**config.mk**
```make
export PLATFORM = sky130hd
export DESIGN_NAME = color_space_read_decoder_top
export DESIGN_NICKNAME = d
export VERILOG_FILES = /design/src/sv/csrd_pkg.sv /design/src/sv/csrd_decode.sv /design/src/sv/csrd_outq.sv /design/src/sv/color_space_read_decoder_top.sv
export SDC_FILE = /design/constraint.sdc
export NUM_CORES = 1
export LEC_CHECK = 0
export BUFFER_PORTS_ARGS = -buffer_cell sky130_fd_sc_hd__buf_4
export CAP_MARGIN = 20
export CORE_MARGIN = 4
export CORE_UTILIZATION = 55
export CTS_CLUSTER_SIZE = 16
export DETAILED_ROUTE_END_ITERATION = 7
export PLACE_DENSITY = 0.73
export RECOVER_POWER = 25
export SLEW_MARGIN = 20
export SYNTH_ARGS = -nofsm -noshare
export SYNTH_HDL_FRONTEND = slang
export SYNTH_SLANG_ARGS = --single-unit
```
**constraint.sdc**
```tcl
create_clock -name clk -period 13.15 [get_ports clk]
set_input_delay 1.9725 -clock clk [delete_from_list [all_inputs] [get_ports clk]]
set_output_delay 1.9725 -clock clk [all_outputs]
set_load 0.03 [all_outputs]
```
**src/sv/csrd_pkg.sv**
```systemverilog
// Shared types, constants and a small helper for the colorspace read decoder.
package csrd_pkg;

  localparam int unsigned POS_W  = 11;
  localparam int unsigned CODE_W = 3;
  localparam int unsigned QIN_W  = 7;
  localparam int unsigned QOUT_W = 8;

  localparam logic [CODE_W-1:0] CODE_N       = 3'd4;
  localparam logic [QOUT_W-1:0] QUAL_OFFSET  = 8'd33;
  localparam logic [QOUT_W-1:0] QUAL_MAX     = 8'd127;

  typedef struct packed {
    logic [POS_W-1:0]  nuc_pos;
    logic [CODE_W-1:0] nuc;
    logic [POS_W-1:0]  qual_pos;
    logic [QOUT_W-1:0] qual;
    logic              eor;
  } res_t;

  typedef struct packed {
    logic [CODE_W-1:0] prev_nuc;
    logic signed [7:0] prev_phred;
    logic [CODE_W-1:0] upstream;
  } dec_state_t;

  function automatic logic [CODE_W-1:0] norm_code(input logic [CODE_W-1:0] v);
    return (v > CODE_N) ? CODE_N : v;
  endfunction

endpackage

```
**src/sv/csrd_decode.sv**
```systemverilog
// Combinational decode of one color: nucleotide, qualities and next decoder state.
module csrd_decode (
  input  logic [csrd_pkg::CODE_W-1:0] color_code,
  input  logic [csrd_pkg::QIN_W-1:0]  quality_byte,
  input  logic                        miscalled,
  input  logic [csrd_pkg::CODE_W-1:0] corrected_color,
  input  logic [csrd_pkg::CODE_W-1:0] upstream_nuc,
  input  logic                        first_color,
  input  logic                        last_color,
  input  csrd_pkg::dec_state_t        state_cur,
  input  logic [csrd_pkg::POS_W-1:0]  pos_cur,
  input  logic [csrd_pkg::POS_W-1:0]  pos_next,
  output csrd_pkg::res_t              res0,
  output csrd_pkg::res_t              res1,
  output csrd_pkg::dec_state_t        state_nxt
);
  import csrd_pkg::*;

  logic [CODE_W-1:0] col, up, prev_nuc, upstream, nuc;
  logic signed [8:0] phred_raw, phred, prev_ph, qsum;
  logic [6:0]        qclamp, fclamp;
  logic [QOUT_W-1:0] fq;

  always_comb begin
    up        = norm_code(upstream_nuc);
    col       = miscalled ? norm_code(corrected_color) : norm_code(color_code);
    phred_raw = $signed({2'b00, quality_byte}) - 9'sd33;
    phred     = miscalled ? -phred_raw : phred_raw;

    // A first color restarts the read before it is decoded.
    prev_nuc = first_color ? up : state_cur.prev_nuc;
    upstream = first_color ? up : state_cur.upstream;
    prev_ph  = first_color ? 9'sd0 : 9'(state_cur.prev_phred);

    nuc = (prev_nuc >= CODE_N || col >= CODE_N) ? CODE_N : (prev_nuc ^ col);

    qsum = phred + prev_ph;
    if (qsum < 0) begin
      qclamp = 7'd0;
    end else if (qsum > 9'sd127) begin
      qclamp = 7'd127;
    end else begin
      qclamp = qsum[6:0];
    end

    fclamp = (phred < 0) ? 7'd0 : phred[6:0];
    fq     = {1'b0, fclamp} + QUAL_OFFSET;
    if (fq > QUAL_MAX) begin
      fq = QUAL_MAX;
    end

    res0.nuc_pos  = pos_next;
    res0.nuc      = nuc;
    res0.qual_pos = pos_cur;
    res0.qual     = {1'b0, qclamp} + QUAL_OFFSET;
    res0.eor      = 1'b0;

    res1.nuc_pos  = '0;
    res1.nuc      = upstream;
    res1.qual_pos = pos_next;
    res1.qual     = fq;
    res1.eor      = 1'b1;

    state_nxt.prev_nuc   = nuc;
    state_nxt.upstream   = upstream;
    state_nxt.prev_phred = last_color ? 8'sd0 : phred[7:0];
  end

endmodule

```
**src/sv/csrd_outq.sv**
```systemverilog
// Four-entry result queue that takes one or two results a cycle and gives one.
module csrd_outq (
  input  logic           clk,
  input  logic           rst_n,
  input  logic           push,
  input  logic           push_two,
  input  csrd_pkg::res_t wr0,
  input  csrd_pkg::res_t wr1,
  output logic           room_two,
  output logic           rd_valid,
  input  logic           rd_ready,
  output csrd_pkg::res_t rd_data
);
  import csrd_pkg::*;

  localparam int unsigned DEPTH = 4;

  res_t       mem [DEPTH];
  logic [1:0] wptr_r, wptr_nxt, rptr_r, rptr_nxt;
  logic [2:0] count_r, count_nxt;
  logic       pop;

  assign pop      = rd_valid && rd_ready;
  assign rd_valid = (count_r != 3'd0);
  assign rd_data  = mem[rptr_r];
  assign room_two = (count_r <= 3'(DEPTH - 2));

  always_comb begin
    wptr_nxt  = wptr_r;
    rptr_nxt  = rptr_r;
    count_nxt = count_r;
    if (push) begin
      wptr_nxt  = push_two ? wptr_r + 2'd2 : wptr_r + 2'd1;
      count_nxt = push_two ? count_nxt + 3'd2 : count_nxt + 3'd1;
    end
    if (pop) begin
      rptr_nxt  = rptr_r + 2'd1;
      count_nxt = count_nxt - 3'd1;
    end
  end

  always_ff @(posedge clk) begin
    if (!rst_n) begin
      wptr_r  <= '0;
      rptr_r  <= '0;
      count_r <= '0;
    end else begin
      wptr_r  <= wptr_nxt;
      rptr_r  <= rptr_nxt;
      count_r <= count_nxt;
    end
  end

  always_ff @(posedge clk) begin
    if (push) begin
      mem[wptr_r] <= wr0;
      if (push_two) begin
        mem[wptr_r + 2'd1] <= wr1;
      end
    end
  end

  a_count_range: assert property (@(posedge clk) disable iff (!rst_n)
    count_r <= 3'(DEPTH))
    else $error("result queue count out of range");

  a_no_overflow: assert property (@(posedge clk) disable iff (!rst_n)
    (push && push_two) |-> room_two)
    else $error("two results pushed without room");

  a_pop_only: assert property (@(posedge clk) disable iff (!rst_n)
    (pop && !push) |=> count_r == $past(count_r) - 3'd1)
    else $error("queue count did not drop on a lone pop");

endmodule

```
**src/sv/color_space_read_decoder_top.sv**
```systemverilog
// Top level of the colorspace read decoder: read state, decode and result queue.
//
//   channel | direction | ports
//   in_     | input     | in_valid, in_ready, color and quality fields of one color
//   out_    | output    | out_valid, out_ready, positions, nucleotide, quality, end mark
//
// One color is accepted per cycle while in_ready is high; its result is in the queue the next cycle.
// The last color of a read yields two results, so a read of L colors yields
// L+1 results; the queue gives out one result a cycle while out_ready is high.
// in_ready is high while the queue has room for two results.
// Synchronous active-low reset clears the read state and empties the queue.
module color_space_read_decoder_top #(
  parameter int unsigned MAX_READ_LEN = 1024
) (
  input  logic                        clk,
  input  logic                        rst_n,
  input  logic                        in_valid,
  output logic                        in_ready,
  input  logic [csrd_pkg::CODE_W-1:0] in_color_code,
  input  logic [csrd_pkg::QIN_W-1:0]  in_quality_byte,
  input  logic                        in_miscalled,
  input  logic [csrd_pkg::CODE_W-1:0] in_corrected_color,
  input  logic [csrd_pkg::CODE_W-1:0] in_upstream_nuc,
  input  logic                        in_first_color,
  input  logic                        in_last_color,
  output logic                        out_valid,
  input  logic                        out_ready,
  output logic [csrd_pkg::POS_W-1:0]  out_nuc_position,
  output logic [csrd_pkg::CODE_W-1:0] out_nucleotide,
  output logic [csrd_pkg::POS_W-1:0]  out_qual_position,
  output logic [csrd_pkg::QOUT_W-1:0] out_decoded_quality,
  output logic                        out_end_of_read
);
  import csrd_pkg::*;

  localparam int unsigned CIDX_W = (MAX_READ_LEN > 1) ? $clog2(MAX_READ_LEN) : 1;
  localparam int unsigned WIDE_W = (CIDX_W + 1 > POS_W) ? CIDX_W + 1 : POS_W;
  localparam logic [CIDX_W-1:0] IDX_LAST = CIDX_W'(MAX_READ_LEN - 1);

  logic              accept;
  dec_state_t        state_r, state_nxt;
  logic [CIDX_W-1:0] idx_r, idx_nxt, idx_eff;
  logic [WIDE_W-1:0] idx_wide, idx_wide_inc;
  logic [POS_W-1:0]  pos_cur, pos_next;
  res_t              res0, res1, head;
  logic              room_two;

  assign accept   = in_valid && in_ready;
  assign in_ready = room_two;

  // Positions are the color index and its successor, cut to the port width.
  assign idx_eff      = in_first_color ? '0 : idx_r;
  assign idx_wide     = WIDE_W'(idx_eff);
  assign idx_wide_inc = idx_wide + WIDE_W'(1);
  assign pos_cur      = idx_wide[POS_W-1:0];
  assign pos_next     = idx_wide_inc[POS_W-1:0];

  always_comb begin
    if (in_last_color) begin
      idx_nxt = '0;
    end else if (idx_eff < IDX_LAST) begin
      idx_nxt = idx_eff + CIDX_W'(1);
    end else begin
      idx_nxt = idx_eff;
    end
  end

  csrd_decode u_decode (
    .color_code      (in_color_code),
    .quality_byte    (in_quality_byte),
    .miscalled       (in_miscalled),
    .corrected_color (in_corrected_color),
    .upstream_nuc    (in_upstream_nuc),
    .first_color     (in_first_color),
    .last_color      (in_last_color),
    .state_cur       (state_r),
    .pos_cur         (pos_cur),
    .pos_next        (pos_next),
    .res0            (res0),
    .res1            (res1),
    .state_nxt       (state_nxt)
  );

  always_ff @(posedge clk) begin
    if (!rst_n) begin
      state_r <= '0;
      idx_r   <= '0;
    end else if (accept) begin
      state_r <= state_nxt;
      idx_r   <= idx_nxt;
    end
  end

  csrd_outq u_outq (
    .clk      (clk),
    .rst_n    (rst_n),
    .push     (accept),
    .push_two (in_last_color),
    .wr0      (res0),
    .wr1      (res1),
    .room_two (room_two),
    .rd_valid (out_valid),
    .rd_ready (out_ready),
    .rd_data  (head)
  );

  assign out_nuc_position    = head.nuc_pos;
  assign out_nucleotide      = head.nuc;
  assign out_qual_position   = head.qual_pos;
  assign out_decoded_quality = head.qual;
  assign out_end_of_read     = head.eor;

endmodule
```
**After elaboration in Yosys (flattened, before gate mapping)**

Memory sizes are Yosys's and may differ from the RTL's. A register that Yosys moved wholly into a read port is not among the register bits.
Index checks and enable logic that the tools add are counted.

- Bitwise logic cells: 1
- Magnitude comparators: 11
- Add/subtract/negate cells: 13
- Reduce and logical (&&, ||, !) cells: 4
- Muxes and demuxes: 28

Operators with widths:

| operator | number |
|---|---|
| $mux W10 | 3 |
| $mux W3 | 10 |
| $mux W7 | 3 |
| $lt A9 B1 Y1 const B | 2 |
| $mux W9 | 2 |
| $add A7 B6 Y8 const B | 2 |
| $mux W8 | 2 |
| $add A10 B1 Y11 const B | 1 |
| $add A10 B1 Y10 const B | 1 |
| $lt A10 B10 Y1 const B | 1 |
| $add A9 B9 Y9 | 1 |
| $gt A3 B3 Y1 const B | 3 |
| $gt A9 B8 Y1 const B | 1 |
| $neg A9 Y9 | 1 |
| $gt A8 B7 Y1 const B | 1 |
| $sub A7 B6 Y8 const B | 1 |
| $ge A3 B3 Y1 const B | 2 |
| $mux W2 | 3 |
| $mux W1 | 5 |
| $add A2 B1 Y2 const B | 2 |
| $add A3 B1 Y3 const B | 1 |
| $add A3 B2 Y3 const B | 1 |
| $le A3 B2 Y1 const B | 1 |
| $reduce_bool A3 Y1 | 1 |
| other kinds (5) | 6 |

- Word-level logic and storage cells: 65
- Register bits after elaboration: 31
- Memories kept: 1
- Bits in writable memories: 136

Memories:

| memory | words | width | rd ports | clocked after memory_dff | write ports | line | RTL |
|---|---|---|---|---|---|---|---|
| u_outq.mem | 4 | 34 | 1 | 1 | 2 | csrd_outq.sv:18 | `res_t mem [DEPTH];` |

**Longest topological paths before layout**

Gate-level depths: netlist (run 1).

- Depth after elaboration: 8
- Mapped depth: 21

**By module**

A second synthesis (run 1) with hierarchy kept.

- Cells, all modules: 822
- Area, all modules: 10461.3 µm²

By module, submodules not included:

| module | seq. area each (µm²) | cells an instance | instances | area an instance (µm²) |
|---|---|---|---|---|
| csrd_outq | 4264.1 | 397 | 1 | 7295.7 |
| csrd_decode | 0.0 | 287 | 1 | 2010.7 |
| color_space_read_decoder_top | 480.5 | 138 | 1 | 1154.9 |

**Least setup slack after synthesis (run 1)**

No wires, ideal clock.

- Path type: input -> register
- Start point: input in_quality_byte[1] in the netlist's numbering
- End point: memory u_outq.mem[0][7] in the netlist's numbering, data pin
- Stages: 21
- Path buffers: 2
- Required time: 12.881 ns
- Arrival: 6.251 ns
- Path slack: 6.630 ns
- Cells stage by stage: clkbuf_2 > inv_1 > ha_1 > xnor2_1 > a21o_1 > a31oi_1 > xnor2_1 > inv_1 > ha_1 > o21ai_0 > a21boi_0 > o22ai_1 > xor2_1 > xor2_2 > nor2_1 > ha_1 > clkbuf_1 > nand2_1 > o21ai_0 > xor2_1 > o31ai_1

RTL lines:

| item | line | RTL |
|---|---|---|
| start: declaration | color_space_read_decoder_top.sv:20 | `input logic [csrd_pkg::QIN_W-1:0] in_quality_byte,` |
| end: declaration | csrd_outq.sv:18 |  |

==> metrics.txt, run 1 <==
failing checks capacitance limit, slew limit; post-DR wirelength/cell 19.9 um; mux cell area share after synthesis 8.61%; CORE AREA 16500 um^2; total setup buffers inserted after CTS 0; worst relative slew slack -104%; hold depth 2; synthesized area 9240 um^2; Initial Util 55.9%; Tcrit/Tclk final 52.7%; Longest Clk Path Bufs 2; GRT Overall Usage 25.6%; drt pass-1 iters 5; worst hold start u_outq.mem[3][0]; # DRC 0; unrepaired setup endpoints after global routing no; die area 18900 um^2; most frequent cells in the layout 90 x nand2_1, 88 x edfxtp_1, 80 x dfxtp_1; CTS Buf Count 17; CTS tree done; Synth Flop Type edfxtp_1; vias 7352; slowest stage delay, CP 490 ps; FP Rows 47; post-cts sizing count 0; Post-synth EDFFs 88; final setup violation count 0; Post-CTS Hold Fix Bufs 0; xor and xnor area share after synthesis roughly 3.4%; clock sink count 169; initial antenna violation count 0; Mapped Cells ~930; Simple-Gate Fraction of Synth Area 17.1%; Worst VDD drop about 0.15 mV; ys async rst share 0%; placed cells approximately 1200; met1 wire length 10.1 mm; share of cells above drive strength 1 13.7%; crit path kind input port to flip-flop; Fin. Hold Viols 0; Seq cells post-synth 169; Max Cap Viol 3; Avg Inst Size Synth 9.95 um^2; Die W 138 um; Ys Warns 0; hold slack 447 ps; Die Y 138 um; critical-path cell list buf_4 > inv_1 > ha_1 > xnor2_1 > a21o_1 > a31oi_1 > xnor2_1 > inv_1 > ha_1 > o21ai_0 > a21boi_0 > o22ai_1 > xor2_1 > xor2_2 > nor2_1 > ha_1 > or3b_2 > a21oi_1 > o21ai_0 > o22ai_1; outcome finished with violations; FMAX 0.144 GHz; capturing element type of the critical path flip-flop; total gr overflow 0; # IOs 59; final slew viol count 100; Critical Path Most Common Cell ha_1; dpl hpwl 15.5 mm; Synth Area in Compound Gates 17.2%; Worst-Margin Slew 3060 ps; WHS Endpoint u_outq.mem[3][0]; Area growth syn-to-layout 11.6%; register area share after synthesis 46.1%; Multi-input gate area 4600 um^2; drt initial violations 835; largest net degree at the start of global routing 40; Nets 998; overall routed net length 23.5 mm; reg2reg end u_outq.mem[0][17]; Worst Path Required 13380 ps; min cycle time layout 6940 ps; Buffers on Ports a little under 60; Critical Path Fanout Max 16; largest family of logic cells by synthesized area compound AO/OA/AOI/OAI gates; Final Non-Filler Cells 1183; Net Count, Synth 977; post-synth cell types 64; Fillers 1394; met2 wire len 11.0 mm; leakage power between 3 and 4 nW; critical path arrival 7170 ps; Antenna Violating Nets Remaining 0; setup_tns 0 ps; R2R depth 7; fraction of the mapped netlist area in adder cells 3.47%; global-route wire length before repair 37.1 mm; Startpoint Class input port; reg2reg start u_outq.count_r[1]; Met3 Wirelength 2.09 mm; area taken by flip-flops and latches about 4300 um^2; worst clock skew 7.89 ps; number of global-route vias before repair 6901; H-tree depth 4; worst skew pair latency roughly 430 ps; clock root cell clkbuf_16; PwrDens 184 nW/um^2; drt via density between 6 and 7; register-to-register setup slack between 7000 and 8000 ps; critical path's slowest cell xnor2_1; Reg clk slew, reported paths around 70 ps; Max Used Layer met4; gp weighted congestion approximately 0.87; Hold Crit Class flip-flop to flip-flop; commonest non-fill, non-tap cell in the layout nand2_1; Inserted Diodes 0
## logic make-up (layout without fill, tap and decap cells)
group	Yosys count	after routing
flip-flops	169	169
XOR/XNOR	35	35
AND/OR/NAND/NOR	318	318
multiplexers	37	37
adder cells (fa/ha/maj)	25	25
buffers and inverters	99	133
AO/OA/AOI/OAI	246	246
## synth_stat cells, drive strengths merged (4+ instances only)
cell type / number / area [um^2]
nand2: 91 / 349
edfxtp: 88 / 2640
dfxtp: 81 / 1620
nor2: 71 / 267
o21ai: 71 / 355
clkbuf: 57 / 216
a21oi: 48 / 240
o22ai: 42 / 263
nor2b: 35 / 219
mux4: 34 / 766
inv: 29 / 109
nand3: 27 / 135
ha: 24 / 300
xnor2: 22 / 193
a211oi: 21 / 158
nor3: 19 / 95.1
nand2b: 17 / 106
and2: 13 / 81.3
buf: 13 / 56.3
xor2: 13 / 121
and3: 12 / 75.1
a22oi: 10 / 75.1
o31ai: 9 / 86.3
nand4: 7 / 58.8
or3: 6 / 37.5
a21o: 5 / 37.5
a21boi: 4 / 30.0
a31oi: 4 / 25.0
nor3b: 4 / 30.0
o211a: 4 / 40.0
## critical path: cells and delay by family
family	cells	cell delay [ps]
AO/OA/AOI/OAI	8	1520
XOR/XNOR	4	1360
adder cells (fa/ha/maj)	3	1100
buffers and inverters	3	370
AND/OR/NAND/NOR	2	830
## flip-flops by register name, summed over array words and instances (netlist names), named ones only
signal and count:
u_outq.wptr_r 2, u_outq.mem 136, state_r 14, u_outq.rptr_r 2
u_outq.count_r 3, idx_r 10
## final cells by class
| cell class | count | share of cell area, % |
|---|---|---|
| Clock buffer | 23 | 4.85 |
| Tap cell | 220 | 2.67 |
| Multi-Input combinational cell | 661 | 44.6 |
| Sequential cell | 169 | 41.4 |
| Clock inverter | 9 | 0.582 |
| Timing Repair Buffer | 72 | 4.85 |
| Inverter | 29 | 1.06 |
## worst max-delay path by stage
stage / start / endpoint / slack (ps)
finish: in_quality_byte[0] / u_outq.mem[2][5] / 6210
CTS: in_quality_byte[0] / u_outq.mem[2][5] / 6280
global placement: in_quality_byte[0] / u_outq.mem[2][5] / 6000
floorplan: in_quality_byte[1] / u_outq.mem[0][7] / 6630
global route: in_quality_byte[0] / u_outq.mem[2][5] / 5640
detailed placement: in_quality_byte[0] / u_outq.mem[2][5] / 5860
## per-stage QoR
stage,total power [mW],cell area (um^2),setup slack [ps],utilization (%)
3_3_place_gp,1.43,9790,6000,59.2
4_1_cts,1.92,10400,6280,62.8
3_5_place_dp,1.44,9810,5860,59.4
6_report,1.90,10300,6210,62.4
2_1_floorplan,1.21,9240,6630,-
5_1_grt,1.99,10300,5640,62.4
## routing by layer
layer	vias to the layer above	global-route usage, %
met5	-	0
met4	0	8.48
met3	28	4.75
met2	332	39.5
met1	3542	36.6
li1	3450	-
## power by group
group,internal (mW),switching [mW],total [mW]
combinational,0.264,0.462,0.726
sequential,0.661,0.0328,0.694
clock,0.270,0.209,0.478
No activity file was read; power rests on OpenSTA's default activity.
==> run 2, diff against run 1 <==
--- a/config.mk
+++ b/config.mk
@@ -11,7 +11,7 @@
 export CORE_UTILIZATION = 55
 export CTS_CLUSTER_SIZE = 16
 export DETAILED_ROUTE_END_ITERATION = 7
-export PLACE_DENSITY = 0.73
+export PLACE_DENSITY = 0.76
 export RECOVER_POWER = 25
 export SLEW_MARGIN = 20
 export SYNTH_ARGS = -nofsm -noshare
==> constraint.sdc (replaced) <==
create_clock -name clk -period 6.35 [get_ports clk]
set_input_delay 0.9525 -clock clk [delete_from_list [all_inputs] [get_ports clk]]
set_output_delay 0.9525 -clock clk [all_outputs]
set_load 0.03 [all_outputs]
==> run 2 against run 1 <==
Net effect: the run still ends with capacitance limit, slew limit left; clock skew decreased by 1.6 ps; hold slack got worse by 6.1 ps; highest routed layer unchanged; critical path depth unchanged; total power is 110% higher; final area rose by 0.70%; die area did not move.
==> metrics.txt, run 2 (synthesized netlist as in run 1, its figures left out) <==
Area growth syn-to-layout 12.4%; Die W 138 um (unchanged); gp weighted congestion 0.873 (+0.21%); Worst VDD drop 0.221 mV (+49%); setup_tns 0 ps (unchanged); CTS Buf Count 17 (unchanged); capturing element type of the critical path flip-flop; drt via density 6.22 (about the same); CORE AREA 16500 um^2 (unchanged); crit-path leading delay family compound AO/OA/AOI/OAI gates; drt pass-1 iters 5 (unchanged); crit path kind input port to flip-flop; H-tree depth 4 (unchanged); Most flops, register u_outq.mem; leakage power 3.76 nW (+1.9%); Initial Util 55.9% (unchanged); clock root cell clkbuf_16; Post-CTS Hold Fix Bufs 0 (unchanged); Startpoint Class input port; final instance area 10400 um^2 (+0.70%); failing checks capacitance limit, slew limit; Inserted Diodes 0 (unchanged); Die Y 138 um (unchanged); Critical Path Most Common Cell ha_1; final slew viol count 76 (-24%); initial antenna violation count 0 (unchanged); combinational power share 38.3% (about the same); clock sink count 169 (unchanged); P_sw 1.45 mW (+110%); dpl hpwl 15.5 mm (about the same); critical-path cell list buf_4 > inv_1 > ha_1 > nor3b_1 > and3_1 > o31ai_2 > a21o_1 > nand2_1 > ha_1 > o21ai_0 > a21boi_0 > o22ai_1 > xor2_1 > xor2_2 > nor2_1 > ha_1 > or3b_2 > a21oi_1 > o21ai_0 > o22ai_1; Fin. Hold Viols 0 (unchanged); Sequential Power Share 36.2% (-0.4 points); biggest regs u_outq.mem: 136 flops, state_r: 14 flops, idx_r: 10 flops; Buffers on Ports 58 (unchanged); total power 3.97 mW (+110%); hold slack 441 ps (-6.06 ps); placed cells 1158 (+0.61%); Worst-Margin Slew 1770 ps (-1290 ps); Clk network pwr share 25.5% (+0.3 points); total gr overflow 0 (unchanged); CTS tree done; drt initial violations 761 (-8.9%); worst relative slew slack -17.9% (+86 points); FP Rows 47 (unchanged); max FFs per register 136 (unchanged); Antenna Violating Nets Remaining 0 (unchanged); total setup buffers inserted after CTS 0 (unchanged); Fillers 1373 (-1.5%); final setup violation count 0 (unchanged); most frequent cells in the layout 90 x nand2_1, 88 x edfxtp_1, 80 x dfxtp_1; sw frac 36.6% (-0.42 points); post-cts sizing count 0 (unchanged); DP Area 9850 um^2 (+0.33%); vias 7405 (+0.72%); post-DR wirelength/cell 19.6 um (-1.4%); outcome finished with violations; FMAX 0.182 GHz; # DRC 0 (unchanged); WP buf/inv 2 (-1); Power Internal 2.52 mW (+110%); GRT Overall Usage 25.2% (-0.35 points); critical path's slowest cell o31ai_2; Hold Crit Class flip-flop to flip-flop; global-route wire length before repair 36.3 mm (-2.0%); share of cells above drive strength 1 15.0% (+1.3 points); largest net degree at the start of global routing 40 (unchanged); Max Cap Viol 2 (-1); Worst Path Required 6620 ps (-6760 ps); Final Non-Filler Cells 1191 (+0.68%); overall routed net length 23.3 mm (-0.77%); critical path arrival 5770 ps (-1400 ps); # IOs 59 (unchanged); worst clock skew 6.33 ps (-1.56 ps); Nets 1006 (+0.80%); worst skew pair latency 430 ps (about the same); commonest non-fill, non-tap cell in the layout nand2_1; Longest Clk Path Bufs 2 (unchanged); number of global-route vias before repair 6895 (-0.087%); Reg clk slew, reported paths 60 ps (about the same); Critical Path Fanout Max 16 (unchanged); Tcrit/Tclk final roughly 87%; PwrDens 382 nW/um^2 (+110%); min cycle time layout 5500 ps; slowest stage delay, CP 560 ps (+70 ps); unrepaired setup endpoints after global routing no; die area 18900 um^2 (unchanged)
## run 2: cell types whose count changed in the layout (fill, tap and decap cells not counted), moves of 2 or more
cell / before / now
bufinv_16: 0 / 2
clkbuf_1: 18 / 12
clkbuf_16: 19 / 17
clkinv_2: 3 / 6
buf_4: 54 / 68
clkinv_4: 2 / 0
## run 2: power groups by stage
stage                     registers [mW]  logic, mW  clock network (mW)
final                               1.44       1.52                1.01
after CTS                           1.44       1.54                1.02
after floorplan                     1.44       1.06                   0
after global routing                1.45       1.63                1.07
after detailed placement            1.46       1.53                   0
after global placement              1.45       1.51                   0
## run 2: worst paths after layout
check / cells past startpoint / slack (ps) / startpoint / end
max reg2reg: 12 / 1630 / u_outq.count_r[0] / u_outq.mem[1][21]
max: 20 / 850 / in_quality_byte[0] / u_outq.mem[2][5]
min reg2reg: 2 / 440 / u_outq.mem[0][0] / u_outq.mem[0][0]
min: 2 / 440 / u_outq.mem[0][0] / u_outq.mem[0][0]
## run 2: cell type report
class	instances	area, um^2	share of cell area, %
inverters	29	109	1.05
flip-flops and latches	169	4270	41.1
clock inverters	13	124	1.19
repair buffers	80	567	5.46
clock buffers	19	443	4.27
multi-input cells	661	4600	44.3
well taps	220	275	2.65
## run 2: worst register-to-register path, delay by kind of cell (launching register included)
kind / cells / cell delay, ps
compound gates: 2 / 840
simple gates: 3 / 760
buf+inv: 6 / 2340
fa+ha+maj: 1 / 150
flops: 1 / 330
## run 2: per-stage QoR
step                setup slack (ps)  utilization (%)
floorplan                        850                -
global placement                 701             59.6
detailed placement               517             59.6
CTS                              961             63.0
global route                     478             62.8
finish                           851             62.8
## run 2: layer usage
metal	track usage (%)	part of all wire (%)
met5	0	0
met4	8.37	2.1
met3	6.14	9.9
met2	39.3	46
met1	34.8	42
==> run 3, diff against run 2 <==
--- a/config.mk
+++ b/config.mk
@@ -11,7 +11,7 @@
 export CORE_UTILIZATION = 55
 export CTS_CLUSTER_SIZE = 16
 export DETAILED_ROUTE_END_ITERATION = 7
-export PLACE_DENSITY = 0.76
+export PLACE_DENSITY = 0.73
 export RECOVER_POWER = 25
 export SLEW_MARGIN = 20
 export SYNTH_ARGS = -nofsm -noshare
==> constraint.sdc (replaced) <==
create_clock -name clk -period 5.5 [get_ports clk]
set_input_delay 0.825 -clock clk [delete_from_list [all_inputs] [get_ports clk]]
set_output_delay 0.825 -clock clk [all_outputs]
set_load 0.03 [all_outputs]
==> run 3 against run 2 <==
Net effect: the flow still finishes with violations (capacitance limit, slew limit); final area rose by 0.47%; count of clock-buffer cells in the layout rose by 4; clock skew rose by 3.4 ps; global-route usage rose by 0.39 points; worst setup slack got worse by 380 ps; critical endpoint unchanged; highest routed layer unchanged; first-iteration DRC count fell by 3.2%; clock power rose by 20%; sequential share of layout area fell by 0.19 points; combinational power rose by 12%; critical path type unchanged; via count fell by 0.84%.
==> metrics.txt, run 3 (synthesized netlist as in run 1, its figures left out) <==
drt initial violations 737 (-3.2%); final slew viol count 75 (-1.3%); Die W 138 um (unchanged); # IOs 59 (unchanged); failing checks capacitance limit, slew limit; Fillers 1364 (-0.66%); Post-CTS Hold Fix Bufs 0 (unchanged); number of global-route vias before repair 6955 (+0.87%); DP Area 9880 um^2 (+0.30%); WP buf/inv 2 (unchanged); total gr overflow 0 (unchanged); CTS Buf Count 17 (unchanged); commonest non-fill, non-tap cell in the layout nand2_1; capturing element type of the critical path flip-flop; worst clock skew 9.74 ps (+3.41 ps); final setup violation count 0 (unchanged); overall routed net length 23.8 mm (+2.1%); drt via density 6.15 (-1.1%); dpl hpwl 15.8 mm (+1.7%); Most flops, register u_outq.mem; worst skew pair latency 440 ps (about the same); vias 7343 (-0.84%); FMAX 0.199 GHz; Startpoint Class input port; most frequent cells in the layout 89 x nand2_1, 88 x edfxtp_1, 80 x dfxtp_1; CTS tree done; Area growth syn-to-layout 12.9%; min cycle time layout 5030 ps; initial antenna violation count 0 (unchanged); Die Y 138 um (unchanged); register-to-register setup slack 1180 ps (-450 ps); largest net degree at the start of global routing 40 (unchanged); Fin. Hold Viols 0 (unchanged); critical path arrival 5290 ps (-480 ps); Initial Util 55.9% (unchanged); total setup buffers inserted after CTS 0 (unchanged); # DRC 0 (unchanged); global-route wire length before repair 37.1 mm (+2.3%); drt pass-1 iters 5 (unchanged); Tcrit/Tclk final 91.5%; total power 4.61 mW (+16%); outcome finished with violations; Max Cap Viol 2 (unchanged); Buffers on Ports 58 (unchanged); Longest Clk Path Bufs 2 (unchanged); worst relative slew slack -19.2% (-1.2 points); H-tree depth 4 (unchanged); area taken by flip-flops and latches 4270 um^2 (unchanged); Multi-input gate area 4600 um^2 (about the same); GRT Overall Usage 25.6% (+0.39 points); max FFs per register 136 (unchanged); clock root cell clkbuf_16; gp weighted congestion 0.916 (+4.9%); post-cts sizing count 0 (unchanged); Critical Path Fanout Max 16 (unchanged); leakage power 3.76 nW (+0.16%); share of cells above drive strength 1 15.5% (+0.47 points); Worst VDD drop 0.400 mV (+81%); critical path's slowest cell o31ai_2; final instance area 10400 um^2 (+0.47%); post-DR wirelength/cell 19.9 um (+1.8%); Critical Path Most Common Cell ha_1; crit path kind input port to flip-flop; die area 18900 um^2 (unchanged); biggest regs u_outq.mem: 136 flops, state_r: 14 flops, idx_r: 10 flops; Worst Path Required 5750 ps (-870 ps); FP Rows 47 (unchanged); crit-path leading delay family compound AO/OA/AOI/OAI gates; Hold Crit Class flip-flop to flip-flop; CORE AREA 16500 um^2 (unchanged); slowest stage delay, CP 530 ps (-30 ps); unrepaired setup endpoints after global routing no; Nets 1009 (+0.30%); Inserted Diodes 0 (unchanged); Reg clk slew, reported paths 70 ps (about the same); PwrDens 442 nW/um^2 (+16%); setup_tns 0 ps (unchanged); critical-path cell list buf_4 > inv_1 > ha_1 > nor3b_1 > and3_1 > o31ai_2 > a21o_1 > nand2_1 > ha_1 > o21ai_0 > a21boi_0 > o22ai_1 > xor2_1 > xor2_2 > nor2_1 > ha_1 > or3b_2 > a21oi_1 > o21ai_0 > o22ai_1; Antenna Violating Nets Remaining 0 (unchanged); Worst-Margin Slew 1790 ps (+18.6 ps); clock sink count 169 (unchanged)
## run 3: worst register-to-register path, delay by kind of cell (launching register included)
kind            cells  cell delay (ps)
compound gates      3              590
fa+ha+maj           1              170
buf+inv             2             1270
flops               1              410
simple gates        4             1560
## run 3: worst paths after layout
| kind | cells past startpoint | to | start |
|---|---|---|---|
| setup / recovery | 20 | u_outq.mem[2][5] | in_quality_byte[0] |
| hold reg to reg | 2 | u_outq.mem[3][0] | u_outq.mem[3][0] |
| setup reg to reg | 10 | u_outq.mem[3][14] | u_outq.count_r[1] |
| hold / removal | 2 | u_outq.mem[3][0] | u_outq.mem[3][0] |
## run 3: where the power goes
part           leakage (nW)  switching, mW  total (mW)  internal (mW)
logic                  1.97           1.07        1.71          0.647
clock network         0.295          0.517        1.21          0.688
registers              1.50          0.111        1.69           1.58
## run 3: final cells by class
cell class / count / share of cell area (%)
clock buffers: 23 / 5.09
inverters: 29 / 1.04
well taps: 220 / 2.64
clock inverters: 9 / 0.696
multi-input cells: 661 / 44.1
repair buffers: 83 / 5.58
flip-flops and latches: 169 / 40.9
## run 3: per-stage QoR
step / cells / hold slack [ps] / util, % / worst slack (ps)
after floorplan: 929 / 418 / - / 127
after global placement: 1162 / 426 / 59.8 / 248
after detailed placement: 1162 / 434 / 59.8 / 166
after CTS: 1194 / 445 / 63.4 / 570
after global routing: 1194 / 468 / 63.1 / 199
final: 1194 / 445 / 63.1 / 467
## run 3: per-layer routing
metal	track usage [%]	vias up	routed length, um
met3	6.50	34	2110
met5	0	-	0
met4	7.37	0	357
met2	40.5	351	11100
met1	35.1	3484	10300
li1	-	3474	-
